--- config.mk ---
export PLATFORM = sky130hd
export DESIGN_NAME = mpsm_ram
export DESIGN_NICKNAME = d
export VERILOG_FILES = /design/src/rtl/mpsm_ram.sv
export SDC_FILE = /design/constraint.sdc
export NUM_CORES = 2
export LEC_CHECK = 0
export ABC_AREA = 0
export BUFFER_PORTS_ARGS = -buffer_cell sky130_fd_sc_hd__clkbuf_2
export CAP_MARGIN = 15
export CELL_PAD_IN_SITES_DETAIL_PLACEMENT = 0
export CELL_PAD_IN_SITES_GLOBAL_PLACEMENT = 1
export CORE_MARGIN = 1
export CORE_UTILIZATION = 51
export DETAILED_ROUTE_END_ITERATION = 8
export PLACE_DENSITY = 0.85
export SLEW_MARGIN = 5
export SYNTH_ARGS = -nofsm -noshare
export SYNTH_HDL_FRONTEND = slang
export SYNTH_SLANG_ARGS = --single-unit
--- constraint.sdc ---
create_clock -name clk -period 2.2 [get_ports clk]
set_clock_uncertainty 0.05 [all_clocks]
set_input_delay 0.33 -clock clk [delete_from_list [all_inputs] [get_ports clk]]
set_output_delay 0.33 -clock clk [all_outputs]
set_load 0.02 [all_outputs]
--- src/rtl/mpsm_ram.sv ---
module mpsm_ram #(
  parameter int WIDTH = 8,
  parameter int DEPTH = 256
) (
  input  logic                     clk,
  input  logic                     wr_en,
  input  logic [$clog2(DEPTH)-1:0] wr_addr,
  input  logic [WIDTH-1:0]         wr_data,
  input  logic [$clog2(DEPTH)-1:0] rd_addr,
  output logic [WIDTH-1:0]         rd_data
);

  logic [WIDTH-1:0] mem [DEPTH];

  // One write port and one registered read port.
  always_ff @(posedge clk) begin
    if (wr_en) begin
      mem[wr_addr] <= wr_data;
    end
    rd_data <= mem[rd_addr];
  end

endmodule

==> impl_metrics.tcl <==
set metrics [dict create \
    die-area_sq_um 158000 \
    synth_ff_type "edfxtp_1" \
    crit_path_start_kind "register" \
    p_leak_nw 30.5 \
    clk_pin_slew_ps 60 \
    tightest_slew_ps 943 \
    antenna_found_initial 11 \
    slew_violations 0 \
    max-vdd-ir-drop_uv 858 \
    wl_per_cell_microns 30.9 \
    grtUsageMet1 0.353 \
    rsz0062_at_grt "true" \
    drive_above_1_share 0.334 \
    numCtsBuffers 193 \
    die_height_microns 397 \
    cp-end-kind "register" \
    rows 144 \
    violations "DRC, setup timing" \
    holdCritPathClass "in2reg" \
    drv_cap 0 \
    grt_pass1_vias 42600 \
    synth_top_area_share 0.773 \
    area_delta_synth_final_pct 18.3 \
    grt_use_met2 0.409 \
    gp_congestion 0.931 \
    ioPinCount 34 \
    dp_slack_ps -1310 \
    use_met3 0.0643 \
    first_pass_iters 9 \
    hold_violations 0 \
    worstPathBufferInverterCount 2 \
    relSlewSlack 0.369 \
    remaining_drc_errors 15 \
    overflow 0 \
    cts.sinks 2056 \
    fin_ws_ps -139 \
    power_density_nw_per_um2 853 \
    critPathKind "reg2reg" \
    postRouteAntennaNets 0 \
    htree_levels 4 \
    io_buffers 33 \
    worst_path_max_delay_cell "mux4_2" \
    vias 42700 \
    via_per_inst 6.42 \
    synth_area_leaders "edfxtp_1 77%, mux4_2 13%, mux2i_1 1.7%, nor2_1 1.3%, a22oi_1 1.3%" \
    nNetsFinal 4475 \
    final.period_utilization 1.06 \
    fin_area_sq_um 94100 \
    synthDistinctLibCells 55 \
    grt_busiest_layer "met2" \
    mostFrequentLayoutCells "2048 x edfxtp_1, 618 x buf_4, 454 x mux4_2, 277 x nor2_1, 198 x clkbuf_16" \
    outcome "finished, violations left" \
    syn-num-nets 3759 \
    yosysTopAreaCell "edfxtp_1" \
    avgSynthCellArea_sq_um 21.3 \
    synth_edf_count 2048 \
    ys_seq_elements 2056 \
    syn_inst 3733 \
    clk_latency_ps 830 \
    fmax_mhz 428 \
    fin_crit_ps 2340 \
    cts_tree "yes" \
    required_ps 2850 \
    netlist_area_sq_um 79600 \
    path_max_fanout 1 \
    initial_core_util 0.515 \
    cts_root_buf "clkbuf_16" \
    drt-total-wl_microns 206000 \
    grt_use_total 0.260 \
    cpLargestDelayFamily "compound AO/OA/AOI/OAI gates" \
    layout_commonest_cell "edfxtp_1" \
    yosysSeqAreaShare 0.775 \
    dp_hpwl_microns 132000 \
    place_area_sq_um 87400 \
    coreArea_sq_um 154000 \
    final-setup-viol-count 5 \
    cp_common_cell "buf_4" \
    die_width_microns 397 \
    crit_chain "mux4_2 -> a22o_1 -> a221oi_2 -> buf_4 -> o32ai_4 -> nor3_4 -> buf_4 -> nor4_2" \
    first_iter_violations 6547 \
    async_flop_share 0 \
    yosys_warnings 0 \
    arrival_ps 2990 \
    grt_start_max_net_pins 105 \
    cpPeakStageDelay_ps 490 \
    grt_pass1_wl_microns 295000 \
    cts_buffer_depth 3 \
]
==> synthesized netlist by cell type, types with 5 or more instances <==
master	instances
edfxtp_1	2048
mux4_2	454
nor2_1	282
mux2i_1	134
a22oi_1	133
clkbuf_1	111
a21oi_1	96
o221ai_1	46
nand3_1	34
nand2_1	33
buf_2	31
nor2b_1	31
o22ai_1	28
buf_4	27
nor4_1	24
buf_1	22
nor3_1	22
buf_6	21
a211oi_1	16
a221oi_1	13
buf_8	13
nand4_1	10
o211ai_1	10
o21ai_0	10
a22o_1	8
buf_12	8
dfxtp_1	8
nand2b_1	8
and2_1	6
o22a_1	5
==> flip-flops by register name (all words and copies together), names as in the netlist <==
name / cells
mem: 2048
rd_data: 8
==> worst paths after layout <==
path	startpoint	end	slack [ps]	depth (start not counted)
setup / recovery	mem[83][5]	rd_data[5]	-140	8
hold reg to reg	mem[51][1]	rd_data[1]	1050	5
hold / removal	wr_data[0]	mem[85][0]	80	1
setup reg to reg	mem[83][5]	rd_data[5]	-140	8
==> stage by stage <==
| step | util | hold slack, ps | power, W | instances | TNS, ps |
|---|---|---|---|---|---|
| final | 0.610 | 79.9 | 0.0803 | 6654 | -415 |
| after CTS | 0.607 | 23.6 | 0.0804 | 6634 | -578 |
| after global routing | 0.609 | 65.8 | 0.0821 | 6648 | -631 |
| after global placement | 0.566 | 678 | 0.0486 | 6280 | -52580 |
| after floorplan | - | 379 | 0.0462 | 3733 | -42.8 |
| after detailed placement | 0.566 | 693 | 0.0487 | 6280 | -61220 |
==> logic make-up after synthesis <==
group | share of synthesized area
AND/OR/NAND/NOR | 0.0263
multiplexers | 0.146
buffers and inverters | 0.0183
flip-flops | 0.775
AO/OA/AOI/OAI | 0.0342
==> where the power goes <==
group	total, W	internal (W)	switching, W	leakage (nW)
logic	0.00488	0.00200	0.00289	9.10
registers	0.0433	0.0432	0.0000958	18.5
clock network	0.0322	0.0181	0.0141	2.94
==> layout make-up <==
class | instances | area (sq um)
flip-flops and latches | 2056 | 61700
fillers | 10000 | 60300
multi-input cells | 1442 | 16900
repair buffers | 754 | 6930
clock buffers | 255 | 5190
well taps | 2044 | 2560
clock inverters | 95 | 856
diodes | 6 | 15.0
inverters | 2 | 7.51
==> layer usage <==
| layer | vias up | share of wire |
|---|---|---|
| li1 | 17100 | - |
| met1 | 22200 | 0.36 |
| met2 | 2895 | 0.48 |
| met3 | 504 | 0.12 |
| met4 | 18 | 0.040 |
| met5 | - | 0.00053 |
==> repair_timing <==
item,in CTS,in global routing
resized for setup,48,33
hold endpoints to repair,163,0
gates cloned,0,2
pin swaps,14,13
endpoints found under the setup margin,7,8
hold buffers,5,0
setup buffers,0,12
Note: power is estimated with default switching activity, not from simulation.
